File: src/sv/twrm_pkg.sv
`timescale 1ns / 1ps
package twrm_pkg;

  // Field widths
  localparam int COORD_W = 4;
  localparam int CFG_W = 5;
  localparam int CFG_IDX_W = 1;
  localparam int ACT_W = 2;

  // Tile coordinates are 4 bits, so no grid side goes past this
  localparam int COORD_LIMIT = 16;

  localparam int DEF_MAX_GRID_X = 16;
  localparam int DEF_MAX_GRID_Y = 16;

  localparam logic [CFG_W-1:0] GRID_RESET = 5'd4;

  // Register indexes
  localparam logic [CFG_IDX_W-1:0] REG_GRID_WIDTH = 1'b0;
  localparam logic [CFG_IDX_W-1:0] REG_GRID_HEIGHT = 1'b1;

  typedef enum logic [ACT_W-1:0] {
    ACT_UNLOAD = 2'd0,
    ACT_LOAD = 2'd1,
    ACT_NONE = 2'd2
  } act_t;

  typedef enum logic [2:0] {
    S_CLEAR,
    S_IDLE,
    S_SETUP,
    S_WALK,
    S_FLUSH
  } seq_state_t;

  // One window position handed to the map pipeline
  typedef struct packed {
    logic valid;
    act_t act;
    logic [COORD_W-1:0] x;
    logic [COORD_W-1:0] y;
  } issue_t;

  // Sequencer to datapath
  typedef struct packed {
    issue_t iss;
    logic flush;
    logic clear;
  } seq_ctl_t;

  // Datapath to sequencer
  typedef struct packed {
    logic adv;
    logic b_busy;
    logic flush_ok;
  } pipe_stat_t;

  // Grid side as used: zero reads as one, capped at the limit
  function automatic logic [CFG_W-1:0] eff_size(input logic [CFG_W-1:0] r,
                                                input logic [CFG_W-1:0] lim);
    logic [CFG_W-1:0] v;
    v = (r == '0) ? CFG_W'(1) : r;
    if (v > lim) v = lim;
    return v;
  endfunction

  function automatic logic [COORD_W-1:0] win_lo(input logic [COORD_W-1:0] c);
    return (c != '0) ? c - COORD_W'(1) : '0;
  endfunction

  function automatic logic [COORD_W-1:0] win_hi(input logic [COORD_W-1:0] c,
                                                input logic [CFG_W-1:0] size);
    logic [CFG_W-1:0] cp;
    logic [CFG_W-1:0] sm;
    cp = {1'b0, c} + CFG_W'(1);
    sm = size - CFG_W'(1);
    return (cp < sm) ? cp[COORD_W-1:0] : sm[COORD_W-1:0];
  endfunction

endpackage

File: src/sv/twrm_map_mem.sv
`timescale 1ns / 1ps
module twrm_map_mem import twrm_pkg::*; #(
  parameter int DEPTH = DEF_MAX_GRID_X * DEF_MAX_GRID_Y
) (
  input  logic                     clk,
  input  logic                     we,
  input  logic [$clog2(DEPTH)-1:0] waddr,
  input  logic                     wdata,
  input  logic                     re,
  input  logic [$clog2(DEPTH)-1:0] raddr,
  output logic                     rdata
);

  logic mem [DEPTH];

  // One write port, one registered read port
  always_ff @(posedge clk) begin
    if (we) begin
      mem[waddr] <= wdata;
    end
    if (re) begin
      rdata <= mem[raddr];
    end
  end

endmodule

File: src/sv/twrm_seq.sv
`timescale 1ns / 1ps
module twrm_seq import twrm_pkg::*; #(
  parameter int DEPTH = DEF_MAX_GRID_X * DEF_MAX_GRID_Y
) (
  input  logic                     clk,
  input  logic                     rst,
  input  logic                     in_valid,
  output logic                     in_stall,
  input  logic [COORD_W-1:0]       new_center_x,
  input  logic [COORD_W-1:0]       new_center_y,
  input  logic [CFG_W-1:0]         w_eff,
  input  logic [CFG_W-1:0]         h_eff,
  input  pipe_stat_t               stat,
  output seq_ctl_t                 ctl,
  output logic [$clog2(DEPTH)-1:0] clr_addr
);

  localparam int ADDR_W = $clog2(DEPTH);
  localparam logic [ADDR_W-1:0] CLR_LAST = ADDR_W'(DEPTH - 1);

  seq_state_t state, state_next;

  logic [ADDR_W-1:0]  clr_cnt;
  logic [COORD_W-1:0] cx, cy;
  logic [COORD_W-1:0] ocx, ocy;
  logic               known;
  logic [COORD_W-1:0] nx0, nx1, ny0, ny1;
  logic [COORD_W-1:0] ox0, ox1, oy0, oy1;
  logic               old_en;
  logic               phase;      // 0: old window, 1: new window
  logic [COORD_W-1:0] px, py;
  logic               iss_on;

  // Bounds from the captured centre
  logic [CFG_W-1:0]   wm1, hm1;
  logic [COORD_W-1:0] ncx, ncy;
  logic [COORD_W-1:0] s_nx0, s_nx1, s_ny0, s_ny1;
  logic [COORD_W-1:0] s_ox0, s_ox1, s_oy0, s_oy1;
  logic               s_old_ok;

  always_comb begin
    wm1 = w_eff - CFG_W'(1);
    hm1 = h_eff - CFG_W'(1);
    ncx = ({1'b0, cx} > wm1) ? wm1[COORD_W-1:0] : cx;
    ncy = ({1'b0, cy} > hm1) ? hm1[COORD_W-1:0] : cy;
    s_nx0 = win_lo(ncx);
    s_nx1 = win_hi(ncx, w_eff);
    s_ny0 = win_lo(ncy);
    s_ny1 = win_hi(ncy, h_eff);
    s_ox0 = win_lo(ocx);
    s_ox1 = win_hi(ocx, w_eff);
    s_oy0 = win_lo(ocy);
    s_oy1 = win_hi(ocy, h_eff);
    // old window can be empty after the grid shrinks
    s_old_ok = known && (s_ox0 <= s_ox1) && (s_oy0 <= s_oy1);
  end

  // Current position against both windows
  logic               in_new, in_old, cand;
  logic [COORD_W-1:0] x1, y0, y1;

  always_comb begin
    in_new = (nx0 <= px) && (px <= nx1) && (ny0 <= py) && (py <= ny1);
    in_old = old_en && (ox0 <= px) && (px <= ox1) && (oy0 <= py) && (py <= oy1);
    cand = phase ? !in_old : !in_new;
    x1 = phase ? nx1 : ox1;
    y0 = phase ? ny0 : oy0;
    y1 = phase ? ny1 : oy1;
  end

  // Next state
  always_comb begin
    state_next = state;
    case (state)
      S_CLEAR: begin
        if (clr_cnt == CLR_LAST) state_next = S_IDLE;
      end
      S_IDLE: begin
        if (in_valid) state_next = S_SETUP;
      end
      S_SETUP: begin
        state_next = S_WALK;
      end
      S_WALK: begin
        if (!iss_on && !stat.b_busy) state_next = S_FLUSH;
      end
      S_FLUSH: begin
        if (stat.flush_ok) state_next = S_IDLE;
      end
      default: state_next = S_CLEAR;
    endcase
  end

  // Outputs
  always_comb begin
    in_stall = 1'b1;
    ctl = '0;
    case (state)
      S_CLEAR: ctl.clear = 1'b1;
      S_IDLE:  in_stall = 1'b0;
      S_WALK: begin
        ctl.iss.valid = iss_on && cand;
        ctl.iss.act = phase ? ACT_LOAD : ACT_UNLOAD;
        ctl.iss.x = px;
        ctl.iss.y = py;
      end
      S_FLUSH: ctl.flush = 1'b1;
      default: in_stall = 1'b1;
    endcase
  end

  assign clr_addr = clr_cnt;

  // Control state
  always_ff @(posedge clk) begin
    if (rst) begin
      state <= S_CLEAR;
      clr_cnt <= '0;
      known <= 1'b0;
      ocx <= '0;
      ocy <= '0;
      iss_on <= 1'b0;
    end else begin
      state <= state_next;
      if (state == S_CLEAR) clr_cnt <= clr_cnt + ADDR_W'(1);
      if (state == S_SETUP) iss_on <= 1'b1;
      if (state == S_WALK && stat.adv && iss_on && py == y1 && px == x1 && phase) begin
        iss_on <= 1'b0;
      end
      if (state == S_FLUSH && stat.flush_ok) begin
        ocx <= cx;
        ocy <= cy;
        known <= 1'b1;
      end
    end
  end

  // Window bounds and walk counters
  always_ff @(posedge clk) begin
    case (state)
      S_IDLE: begin
        if (in_valid) begin
          cx <= new_center_x;
          cy <= new_center_y;
        end
      end
      S_SETUP: begin
        cx <= ncx;
        cy <= ncy;
        nx0 <= s_nx0;
        nx1 <= s_nx1;
        ny0 <= s_ny0;
        ny1 <= s_ny1;
        ox0 <= s_ox0;
        ox1 <= s_ox1;
        oy0 <= s_oy0;
        oy1 <= s_oy1;
        old_en <= s_old_ok;
        phase <= !s_old_ok;
        px <= s_old_ok ? s_ox0 : s_nx0;
        py <= s_old_ok ? s_oy0 : s_ny0;
      end
      S_WALK: begin
        if (stat.adv && iss_on) begin
          if (py != y1) begin
            py <= py + COORD_W'(1);
          end else if (px != x1) begin
            py <= y0;
            px <= px + COORD_W'(1);
          end else if (!phase) begin
            phase <= 1'b1;
            px <= nx0;
            py <= ny0;
          end
        end
      end
      default: begin
      end
    endcase
  end

endmodule

File: src/sv/tile_window_residency_manager.sv
`timescale 1ns / 1ps
// Output: each result word is held until the next is found; the last word leaves
// with the flush.
// Input: a new centre is taken only once the previous one is flushed; the walk waits
// only while the output is full and stalled.
// Reset: clears the map by a sweep of all MAX_GRID_X*MAX_GRID_Y (clipped to 16 each)
// entries, 256 by default, with input stalled; config resets to a 4x4 grid.
module tile_window_residency_manager import twrm_pkg::*; #(
  parameter int MAX_GRID_X = DEF_MAX_GRID_X,
  parameter int MAX_GRID_Y = DEF_MAX_GRID_Y
) (
  input  logic                 clk,
  input  logic                 rst,
  input  logic                 cfg_wr_en,
  input  logic [CFG_IDX_W-1:0] cfg_index,
  input  logic [CFG_W-1:0]     cfg_data,
  input  logic                 in_valid,
  output logic                 in_stall,
  input  logic [COORD_W-1:0]   new_center_x,
  input  logic [COORD_W-1:0]   new_center_y,
  output logic                 out_valid,
  input  logic                 out_stall,
  output logic [ACT_W-1:0]     action,
  output logic [COORD_W-1:0]   tile_x,
  output logic [COORD_W-1:0]   tile_y,
  output logic                 last
);

  localparam int EFF_X = (MAX_GRID_X < COORD_LIMIT) ? MAX_GRID_X : COORD_LIMIT;
  localparam int EFF_Y = (MAX_GRID_Y < COORD_LIMIT) ? MAX_GRID_Y : COORD_LIMIT;
  localparam int DEPTH = EFF_X * EFF_Y;
  localparam int ADDR_W = $clog2(DEPTH);

  // Config registers
  logic [CFG_W-1:0] grid_width, grid_height;
  logic [CFG_W-1:0] w_eff, h_eff;

  always_ff @(posedge clk) begin
    if (rst) begin
      grid_width <= GRID_RESET;
      grid_height <= GRID_RESET;
    end else if (cfg_wr_en) begin
      case (cfg_index)
        REG_GRID_WIDTH:  grid_width <= cfg_data;
        REG_GRID_HEIGHT: grid_height <= cfg_data;
        default: begin
        end
      endcase
    end
  end

  assign w_eff = eff_size(grid_width, CFG_W'(EFF_X));
  assign h_eff = eff_size(grid_height, CFG_W'(EFF_Y));

  seq_ctl_t          ctl;
  pipe_stat_t        stat;
  logic [ADDR_W-1:0] clr_addr;

  twrm_seq #(.DEPTH(DEPTH)) u_seq (
    .clk          (clk),
    .rst          (rst),
    .in_valid     (in_valid),
    .in_stall     (in_stall),
    .new_center_x (new_center_x),
    .new_center_y (new_center_y),
    .w_eff        (w_eff),
    .h_eff        (h_eff),
    .stat         (stat),
    .ctl          (ctl),
    .clr_addr     (clr_addr)
  );

  // Map read stage: position whose map bit arrives this cycle
  logic               b_valid;
  act_t               b_act;
  logic [COORD_W-1:0] b_x, b_y;

  // Held result, sent once the next one (or the end) is known
  logic               pend_valid;
  act_t               pend_act;
  logic [COORD_W-1:0] pend_x, pend_y;

  logic              rd_data;
  logic              hit, out_free, adv, push_pend, flush_fire;
  logic              mem_we, mem_wdata;
  logic [ADDR_W-1:0] rd_addr, b_addr, mem_waddr;

  always_comb begin
    rd_addr = ADDR_W'(ctl.iss.x) * ADDR_W'(EFF_Y) + ADDR_W'(ctl.iss.y);
    b_addr = ADDR_W'(b_x) * ADDR_W'(EFF_Y) + ADDR_W'(b_y);
    out_free = !out_valid || !out_stall;
    hit = b_valid && ((b_act == ACT_UNLOAD) ? rd_data : !rd_data);
    adv = !(hit && pend_valid && !out_free);
    push_pend = adv && hit && pend_valid;
    flush_fire = ctl.flush && out_free;
    mem_we = ctl.clear || (adv && hit);
    mem_waddr = ctl.clear ? clr_addr : b_addr;
    mem_wdata = !ctl.clear && (b_act == ACT_LOAD);
    stat.adv = adv;
    stat.b_busy = b_valid;
    stat.flush_ok = out_free;
  end

  twrm_map_mem #(.DEPTH(DEPTH)) u_map (
    .clk   (clk),
    .we    (mem_we),
    .waddr (mem_waddr),
    .wdata (mem_wdata),
    .re    (adv),
    .raddr (rd_addr),
    .rdata (rd_data)
  );

  // Read stage and held result
  always_ff @(posedge clk) begin
    if (rst) begin
      b_valid <= 1'b0;
      pend_valid <= 1'b0;
    end else begin
      if (adv) b_valid <= ctl.iss.valid;
      if (adv && hit) pend_valid <= 1'b1;
      else if (flush_fire) pend_valid <= 1'b0;
    end
  end

  always_ff @(posedge clk) begin
    if (adv) begin
      b_act <= ctl.iss.act;
      b_x <= ctl.iss.x;
      b_y <= ctl.iss.y;
    end
    if (adv && hit) begin
      pend_act <= b_act;
      pend_x <= b_x;
      pend_y <= b_y;
    end
  end

  // Output register
  always_ff @(posedge clk) begin
    if (rst) begin
      out_valid <= 1'b0;
    end else if (push_pend || flush_fire) begin
      out_valid <= 1'b1;
    end else if (!out_stall) begin
      out_valid <= 1'b0;
    end
  end

  always_ff @(posedge clk) begin
    if (push_pend) begin
      action <= pend_act;
      tile_x <= pend_x;
      tile_y <= pend_y;
      last <= 1'b0;
    end else if (flush_fire) begin
      action <= pend_valid ? pend_act : ACT_NONE;
      tile_x <= pend_valid ? pend_x : '0;
      tile_y <= pend_valid ? pend_y : '0;
      last <= 1'b1;
    end
  end

  // Nothing left in flight once a new word can be taken
  a_idle_empty: assert property (@(posedge clk) disable iff (rst)
    !in_stall |-> !pend_valid && !b_valid)
    else $error("work in flight while taking a new word");

  // A walk write always flips the bit it just read
  a_flip: assert property (@(posedge clk) disable iff (rst)
    (mem_we && !ctl.clear) |-> (mem_wdata != rd_data))
    else $error("map write does not flip the bit");

  // The walk only waits on a full, stalled output
  a_wait: assert property (@(posedge clk) disable iff (rst)
    !adv |-> pend_valid && out_valid && out_stall)
    else $error("walk held without cause");

  // A nothing result stands alone
  a_none: assert property (@(posedge clk) disable iff (rst)
    (out_valid && action == ACT_NONE) |-> last && tile_x == '0 && tile_y == '0)
    else $error("nothing result malformed");

endmodule
File: config.mk
export PLATFORM = sky130hd
export DESIGN_NAME = tile_window_residency_manager
export DESIGN_NICKNAME = d
export VERILOG_FILES = /design/src/sv/twrm_pkg.sv /design/src/sv/twrm_map_mem.sv /design/src/sv/twrm_seq.sv /design/src/sv/tile_window_residency_manager.sv
export SDC_FILE = /design/constraint.sdc
export NUM_CORES = 1
export LEC_CHECK = 0
export BUFFER_PORTS_ARGS = -buffer_cell sky130_fd_sc_hd__buf_2
export CORE_UTILIZATION = 57
export DETAILED_ROUTE_END_ITERATION = 7
export GPL_TIMING_DRIVEN = 0
export PLACE_DENSITY = 0.76
export SLEW_MARGIN = 20
export SYNTH_ARGS = -nofsm -noshare
export SYNTH_HDL_FRONTEND = slang
export SYNTH_SLANG_ARGS = --single-unit
File: constraint.sdc
create_clock -name clk -period 4.75 [get_ports clk]
set_input_delay 0.475 -clock clk [delete_from_list [all_inputs] [get_ports clk]]
set_output_delay 0.475 -clock clk [all_outputs]
set_load 0.05 [all_outputs]
==> results.sh, run 1 <==
export IMPL_n_antenna_cell=0
export IMPL_sw_frac_of_total_pct=25.7
export IMPL_num_io_pins=32
export IMPL_ff2ff_path_depth=21
export IMPL_clock_fmax_ghz=0.212
export IMPL_clk_pin_slew_ns=0.06
export IMPL_synthesized_area_fraction_occupied_by_ao_oa_aoi_and_oai_cells_pct=11.2
export IMPL_yosys_top_cells_count="edfxtp_1, nor2_1, nand2_1, clkbuf_1, a21oi_1"
export IMPL_finalCritPeriodShare_pct=99.5
export IMPL_cts_num_sinks=370
export IMPL_kind_of_critical_path="reg -> reg"
export IMPL_slowest_stage="or4b_4"
export IMPL_timing_max_cap_violations=0
export IMPL_synth_ff_latch_count=370
export IMPL_share_seq_of_total_power_pct=47.0
export IMPL_initialDrtViolationCount=1940
export IMPL_r2r_end="u_seq.nx1[1]$_DFFE_PP_"
export IMPL_area_growth_synth_to_final_pct=13.1
export IMPL_unrepaired_setup_endpoints_after_global_routing="yes"
export IMPL_cts_buffer_count=39
export IMPL_global_route_usage_total_pct=30.8
export IMPL_yosysWarnings=0
export IMPL_synth_largest_area_cell="edfxtp_1"
export IMPL_cts_htree_levels=2
export IMPL_crit_chain="nor3_2 -> nor2_1 -> nor2_2 -> inv_2 -> ha_4 -> xnor2_4 -> inv_2 -> ha_4 -> a211o_1 -> a21o_1 -> buf_4 -> a31oi_4 -> o21bai_4 -> inv_2 -> ha_4 -> xnor2_2 -> ha_2 -> o41a_1 -> and3_4 -> or4b_4 -> mux2_4"
export IMPL_postSynthAreaPerCell_sq_um=10.6
export IMPL_tightest_pin_transition_ns=1.04
export IMPL_cp_slowest_stage_delay_ns=0.50
export IMPL_startpoint_of_the_most_critical_hold_path="cfg_data[3]"
export IMPL_drt_total_wl_mm=51.8
export IMPL_required_ns=5.05
export IMPL_timing_final_crit_period_ns=4.72
export IMPL_worst_ir_drop_vdd_mv=0.290
export IMPL_outcome="finished, final reports clean"
export IMPL_slew_violations=0
export IMPL_share_of_flip_flops_with_an_asynchronous_set_or_reset_pct=0
export IMPL_post_synth_and_or_nand_nor_area_fraction_pct=17.6
export IMPL_placedCellCount=2209
export IMPL_netlist_instances=1741
export IMPL_placement_cell_area_sq_mm=0.0193
export IMPL_place_gp_congestion=0.972
export IMPL_holdWs_ns=0.209
export IMPL_synth_xor_area_share_pct=1.37
export IMPL_grt_antenna_before_repair=0
export IMPL_die_h_um=182
export IMPL_detailedPlacementHpwl_mm=36.3
export IMPL_final_instance_count_excl_fill=2297
export IMPL_setup_viol=0
export IMPL_worstSetupStartpointType="flip-flop"
export IMPL_worst_hold_path_endpoint="grid_width[3]$_SDFFE_PP0P_"
export IMPL_grt_remaining_overflow=0
export IMPL_cts_path_max_buffers=3
export IMPL_timing_slew_headroom_pct=29.8
export IMPL_cts_tree="built"
export IMPL_cp_top_family="compound AO/OA/AOI/OAI gates"
export IMPL_power_frac_comb_pct=14.3
export IMPL_final_cell_area_sq_mm=0.0209
export IMPL_chipWidth_um=182
export IMPL_min_delay_path_class="in -> reg"
export IMPL_number_of_cells_on_the_worst_hold_path=3
export IMPL_first_global_vias=13684
export IMPL_synth_top_family_by_area="simple AND/OR/NAND/NOR gates"
export IMPL_num_nets_final=1923
export IMPL_gr_max_usage_layer="met2"
export IMPL_synthMostInstantiatedCell="edfxtp_1"
export IMPL_die_area_sq_mm=0.0332
export IMPL_syn_cell_area_sq_mm=0.0185
export IMPL_synth_enable_flop_cells=335
export IMPL_ant_nets=0
export IMPL_grt_pass1_wl_mm=77.3
export IMPL_startpoint_of_the_worst_register_to_register_path="grid_width[2]$_SDFFE_PP1P_"
export IMPL_reg2reg_setup_slack_ns=0.03
export IMPL_post_place_ws_ns=-0.700
export IMPL_wl_per_cell_um=22.5
export IMPL_pin_count_of_the_biggest_net_entering_global_routing=85
export IMPL_final_core_util_pct=65.9
export IMPL_core_rowCount=65
export IMPL_vias=14537
export IMPL_drt_pass1_iter_count=7
export IMPL_cts_root_buf="clkbuf_16"
export IMPL_worst_slack_ns=0.0254
export IMPL_floorplan_core_area_sq_mm=0.0318
export IMPL_syn_nets=1830
export IMPL_power_switching_mw=1.98
export IMPL_detail_route_drc_violations=0
export IMPL_power_static_leakage_nw=7.35
export IMPL_area_contributors_post_synth="edfxtp_1, nor2_1, ha_1"
export IMPL_synth_lib_cells_used_distinct=86
export IMPL_gr_usage_met1_pct=41.9
export IMPL_total_of_buffers_placed_on_input_and_output_ports=30
export IMPL_critPathBufInv=4
export IMPL_pwr_share_clk_pct=38.7
export IMPL_finClkSkew_ns=0.0282
export IMPL_power_report_internal_total_mw=5.73
export IMPL_worstSkewPairLatency_ns=0.55
export IMPL_timing_hold_violations_final=0
export IMPL_synth_top_cell_area_share_pct=54.3
export IMPL_post_synth_mux_area_share_pct=3.53
export IMPL_power_density_cell_area_mw_per_mm2=368
export IMPL_crit_arrival_ns=5.02
export IMPL_synth_yosys_seq_area_share_pct=58.1
export IMPL_worst_setup_path_end_kind="flip-flop"
export IMPL_critical_path_cell_count=21
export IMPL_initial_utilization_pct=58.3
export IMPL_ys_dominant_reg_cell="edfxtp_1"
export IMPL_grt_util_met2_pct=48.6
export IMPL_worstPathMaxFanout=5
export IMPL_synth_fa_ha_area_share_pct=4.89
export IMPL_layout_drive_gt1_share_pct=10.4
export IMPL_viasPerCell=6.33
export IMPL_grt_util_met3_pct=7.26
## flip-flops by register name, summed over array words and instances, names as in the netlist, 5 cells and up
signal,cells
u_seq.clr_addr,8
u_map.mem,256
grid_height,5
grid_width,5
## cell type report
| class | instances | area, sq um |
|---|---|---|
| flip-flops and latches | 370 | 10800 |
| inverters | 64 | 243 |
| repair buffers | 53 | 368 |
| clock inverters | 23 | 230 |
| well taps | 435 | 544 |
| fillers | 2397 | 10900 |
| clock buffers | 46 | 1000 |
| multi-input cells | 1213 | 7420 |
| plain buffers | 93 | 374 |
## worst max-delay path by stage
stage,start,end
6_report,grid_width[2]$_SDFFE_PP1P_,u_seq.nx1[1]$_DFFE_PP_
5_1_grt,grid_width[2]$_SDFFE_PP1P_,u_seq.nx1[1]$_DFFE_PP_
4_1_cts,grid_width[2]$_SDFFE_PP1P_,u_seq.nx1[1]$_DFFE_PP_
3_5_place_dp,grid_width[2]$_SDFFE_PP1P_,u_seq.nx1[1]$_DFFE_PP_
3_3_place_gp,grid_width[2]$_SDFFE_PP1P_,u_seq.nx1[1]$_DFFE_PP_
2_1_floorplan,grid_width[2]$_SDFFE_PP1P_,u_seq.nx1[1]$_DFFE_PP_
## per-stage QoR
stage | TNS [ns] | power [mW]
2_1_floorplan | 0 | 4.35
3_3_place_gp | -3.62 | 4.57
3_5_place_dp | -4.54 | 4.60
4_1_cts | -0.155 | 7.57
5_1_grt | -0.138 | 7.91
6_report | 0 | 7.71
## cells in the final DEF, fill, tap and decap left out, types with 47 or more instances in the layout
master,n
mux2i_1,54
inv_1,53
nor2_1,308
edfxtp_1,335
clkbuf_1,84
o21ai_0,59
nand2_1,227
nand3_1,47
ha_1,63
a21oi_1,71
## what timing repair did
action | CTS | global route
endpoints found under the setup margin | 14 | 14
gates cloned | 0 | 0
hold buffers | 0 | 0
setup buffers | 9 | 11
gates resized for setup | 16 | 28
pin swaps | 8 | 14
## power by group through the flow
stage	Combinational, mW	Clock (mW)	Sequential [mW]
after floorplan	0.673	0	3.68
after global placement	0.881	0	3.69
after detailed placement	0.911	0	3.69
after CTS	0.972	2.98	3.62
after global routing	1.18	3.10	3.63
final	1.10	2.98	3.62
## worst reg2reg max path, stage by stage (launching register included)
cell and delay, ns:
dfxtp_2 0.35, nor3_2 0.18, nor2_1 0.06, nor2_2 0.16, inv_2 0.08, ha_4 0.18, xnor2_4 0.18, inv_2 0.10
ha_4 0.17, a211o_1 0.26, a21o_1 0.23, buf_4 0.16, a31oi_4 0.15, o21bai_4 0.16, inv_2 0.08, ha_4 0.18
xnor2_2 0.14, ha_2 0.23, o41a_1 0.40, and3_4 0.20, or4b_4 0.50, mux2_4 0.31
## kinds of logic (layout without fill, tap and decap cells)
family | Yosys count | count (layout)
AND/OR/NAND/NOR | 737 | 737
flip-flops | 370 | 370
AO/OA/AOI/OAI | 310 | 310
buffers and inverters | 158 | 279
adder cells (fa/ha/maj) | 73 | 73
multiplexers | 64 | 64
XOR/XNOR | 29 | 29
## layer usage
metal / wire, um / vias to the layer above
met5: 0 / -
met3: 5860 / 151
met1: 20400 / 7054
li1: - / 6491
met4: 1850 / 0
met2: 23700 / 841
Note: power is estimated with default switching activity, not from simulation.
==> inputs of run 2 (changes only) <==
--- a/config.mk
+++ b/config.mk
@@ -8,8 +8,7 @@
 export BUFFER_PORTS_ARGS = -buffer_cell sky130_fd_sc_hd__buf_2
 export CORE_UTILIZATION = 57
 export DETAILED_ROUTE_END_ITERATION = 7
-export GPL_TIMING_DRIVEN = 0
-export PLACE_DENSITY = 0.76
+export PLACE_DENSITY_LB_ADDON = 0.12
 export SLEW_MARGIN = 20
 export SYNTH_ARGS = -nofsm -noshare
 export SYNTH_HDL_FRONTEND = slang
==> run 2 against run 1 <==
Effect of this change: die area unchanged; flip-flop and latch count did not move; non-clock buffer count shrank 64; clock power grew 6%; hold slack worse by 0.017 ns; via count shrank 5.9%; routed wire length is 8.2% lower; critical path depth rose by 1; register-to-register slack better by 0.14 ns; largest cell class unchanged; largest power group unchanged.
==> results.sh, run 2 (synthesis results as in run 1) <==
export IMPL_p_total_mw=7.82
export IMPL_mostFrequentLayoutCell="edfxtp_1"
export IMPL_cts_tree="built"
export IMPL_slowest_stage="or4b_4"
export IMPL_vias=13682
export IMPL_cts_root_buf="clkbuf_16"
export IMPL_global_route_usage_total_pct=28.7
export IMPL_place_gp_congestion=0.843
export IMPL_detailedPlacementHpwl_mm=30.8
export IMPL_fillCellCount=2516
export IMPL_viasPerCell=6.12
export IMPL_final_instance_count_excl_fill=2237
export IMPL_pin_count_of_the_biggest_net_entering_global_routing=104
export IMPL_holdWs_ns=0.192
export IMPL_placedCellCount=2157
export IMPL_timing_slew_headroom_pct=28.6
export IMPL_post_place_ws_ns=-0.0484
export IMPL_timing_hold_violations_final=0
export IMPL_largest_register="u_map.mem"
export IMPL_largest_register_ffs=256
export IMPL_cts_path_max_buffers=3
export IMPL_final_cell_mix="edfxtp_1, nor2_1, nand2_1, a21oi_1, ha_1"
export IMPL_unrepaired_setup_endpoints_after_global_routing="yes"
export IMPL_floorplan_core_area_sq_mm=0.0318
export IMPL_layout_drive_gt1_share_pct=11.0
export IMPL_fin_setup_tns_ns=0
export IMPL_ant_nets=0
export IMPL_first_global_vias=12737
export IMPL_required_ns=5.04
export IMPL_placement_cell_area_sq_mm=0.0193
export IMPL_drt_total_wl_mm=47.5
export IMPL_power_static_leakage_nw=7.36
export IMPL_num_nets_final=1860
export IMPL_slew_violations=0
export IMPL_num_io_pins=32
export IMPL_timing_final_crit_period_ns=4.58
export IMPL_clk_pin_slew_ns=0.06
export IMPL_min_delay_path_class="in -> reg"
export IMPL_grt_antenna_before_repair=1
export IMPL_wl_per_cell_um=21.3
export IMPL_finalCritPeriodShare_pct=96.5
export IMPL_kind_of_critical_path="reg -> reg"
export IMPL_multi_input_comb_area_sq_mm=0.00731
export IMPL_tightest_pin_transition_ns=1.06
export IMPL_cts_htree_levels=2
export IMPL_cts_num_sinks=370
export IMPL_worstSetupStartpointType="flip-flop"
export IMPL_detail_route_drc_violations=0
export IMPL_power_density_cell_area_mw_per_mm2=377
export IMPL_core_rowCount=65
export IMPL_crit_arrival_ns=4.88
export IMPL_post_cts_hold_buffer_count=0
export IMPL_total_of_buffers_placed_on_input_and_output_ports=31
export IMPL_grt_pass1_wl_mm=73.1
export IMPL_n_antenna_cell=0
export IMPL_initial_utilization_pct=58.3
export IMPL_worst_setup_sp="grid_width[3]$_SDFFE_PP0P_"
export IMPL_worstPathMaxFanout=4
export IMPL_critPathMostFrequentCell="nor2_1"
export IMPL_worstSkewPairLatency_ns=0.54
export IMPL_area_growth_synth_to_final_pct=11.9
export IMPL_worst_slack_ns=0.166
export IMPL_die_h_um=182
export IMPL_regArea_sq_mm=0.0108
export IMPL_final_cell_area_sq_mm=0.0207
export IMPL_chipWidth_um=182
export IMPL_startpoint_of_the_most_critical_hold_path="cfg_data[0]"
export IMPL_outcome="finished, final reports clean"
export IMPL_finClkSkew_ns=0.0162
export IMPL_startpoint_of_the_worst_register_to_register_path="grid_width[3]$_SDFFE_PP0P_"
export IMPL_die_area_sq_mm=0.0332
export IMPL_timing_max_cap_violations=0
export IMPL_clock_fmax_ghz=0.218
export IMPL_final_core_util_pct=65.2
export IMPL_grt_remaining_overflow=0
export IMPL_cts_buffer_count=40
export IMPL_crit_chain="nor3_2 -> nor2_1 -> nor2_2 -> inv_2 -> ha_2 -> xnor2_2 -> inv_2 -> ha_4 -> nor2_1 -> a31oi_2 -> a21o_1 -> nand3_4 -> mux2i_4 -> inv_1 -> ha_2 -> ha_1 -> nor3_1 -> nor2_1 -> o41a_1 -> and3_4 -> or4b_4 -> mux2_4"
export IMPL_setup_viol=0
export IMPL_cp_slowest_stage_delay_ns=0.51
export IMPL_drt_pass1_iter_count=5
export IMPL_initialDrtViolationCount=1397
export IMPL_worst_ir_drop_vdd_mv=0.282
export IMPL_worst_setup_path_end_kind="flip-flop"
run 2: power by group:
group / internal (mW) / switching, mW / total, mW
sequential: 3.58 / 0.0477 / 3.63
combinational: 0.434 / 0.608 / 1.04
clock: 1.85 / 1.30 / 3.15
run 2: per-layer routing:
metal,wire length [um],share of wire [%],up-vias,track usage (%)
met5,0,0,-,0
met4,994,2.1,0,7.46
met3,4500,9.5,75,5.47
met2,20700,43,563,42.0
met1,21400,45,6686,43.8
li1,-,-,6358,-
run 2: final cells by class:
class                      instances  area share [%]
clock buffer                      52            5.04
clock inverter                    21            1.32
inverter                          64            1.16
multi-input combinational       1213            35.2
sequential                       370            51.9
tap                              435            2.62
timing repair buffer              82            2.72
run 2: path summary, 6_finish.rpt:
check,slack [ns],to,cells past startpoint
min reg2reg,0.48,grid_height[4]$_SDFFE_PP0P_,2
max reg2reg,0.17,u_seq.nx1[1]$_DFFE_PP_,22
max,0.17,u_seq.nx1[1]$_DFFE_PP_,22
min,0.19,grid_width[0]$_SDFFE_PP0P_,3
run 2: worst max-delay path, delay by kind of cell (launching register included):
family	cells	cell delay [ns]
and+or+nand+nor	9	1.44
buffers and inverters	3	0.20
AOI/OAI and AO/OA	3	0.60
xor gates and xnor gates	1	0.19
adders and majority gates	4	1.03
DFF	1	0.34
muxes	2	0.54
run 2: timing repair:
item | 4_1_cts | 5_1_grt
gates resized for setup | 7 | 18
pin swaps | 5 | 11
buffers inserted | 3 | 4
endpoints found under the setup margin | 2 | 8
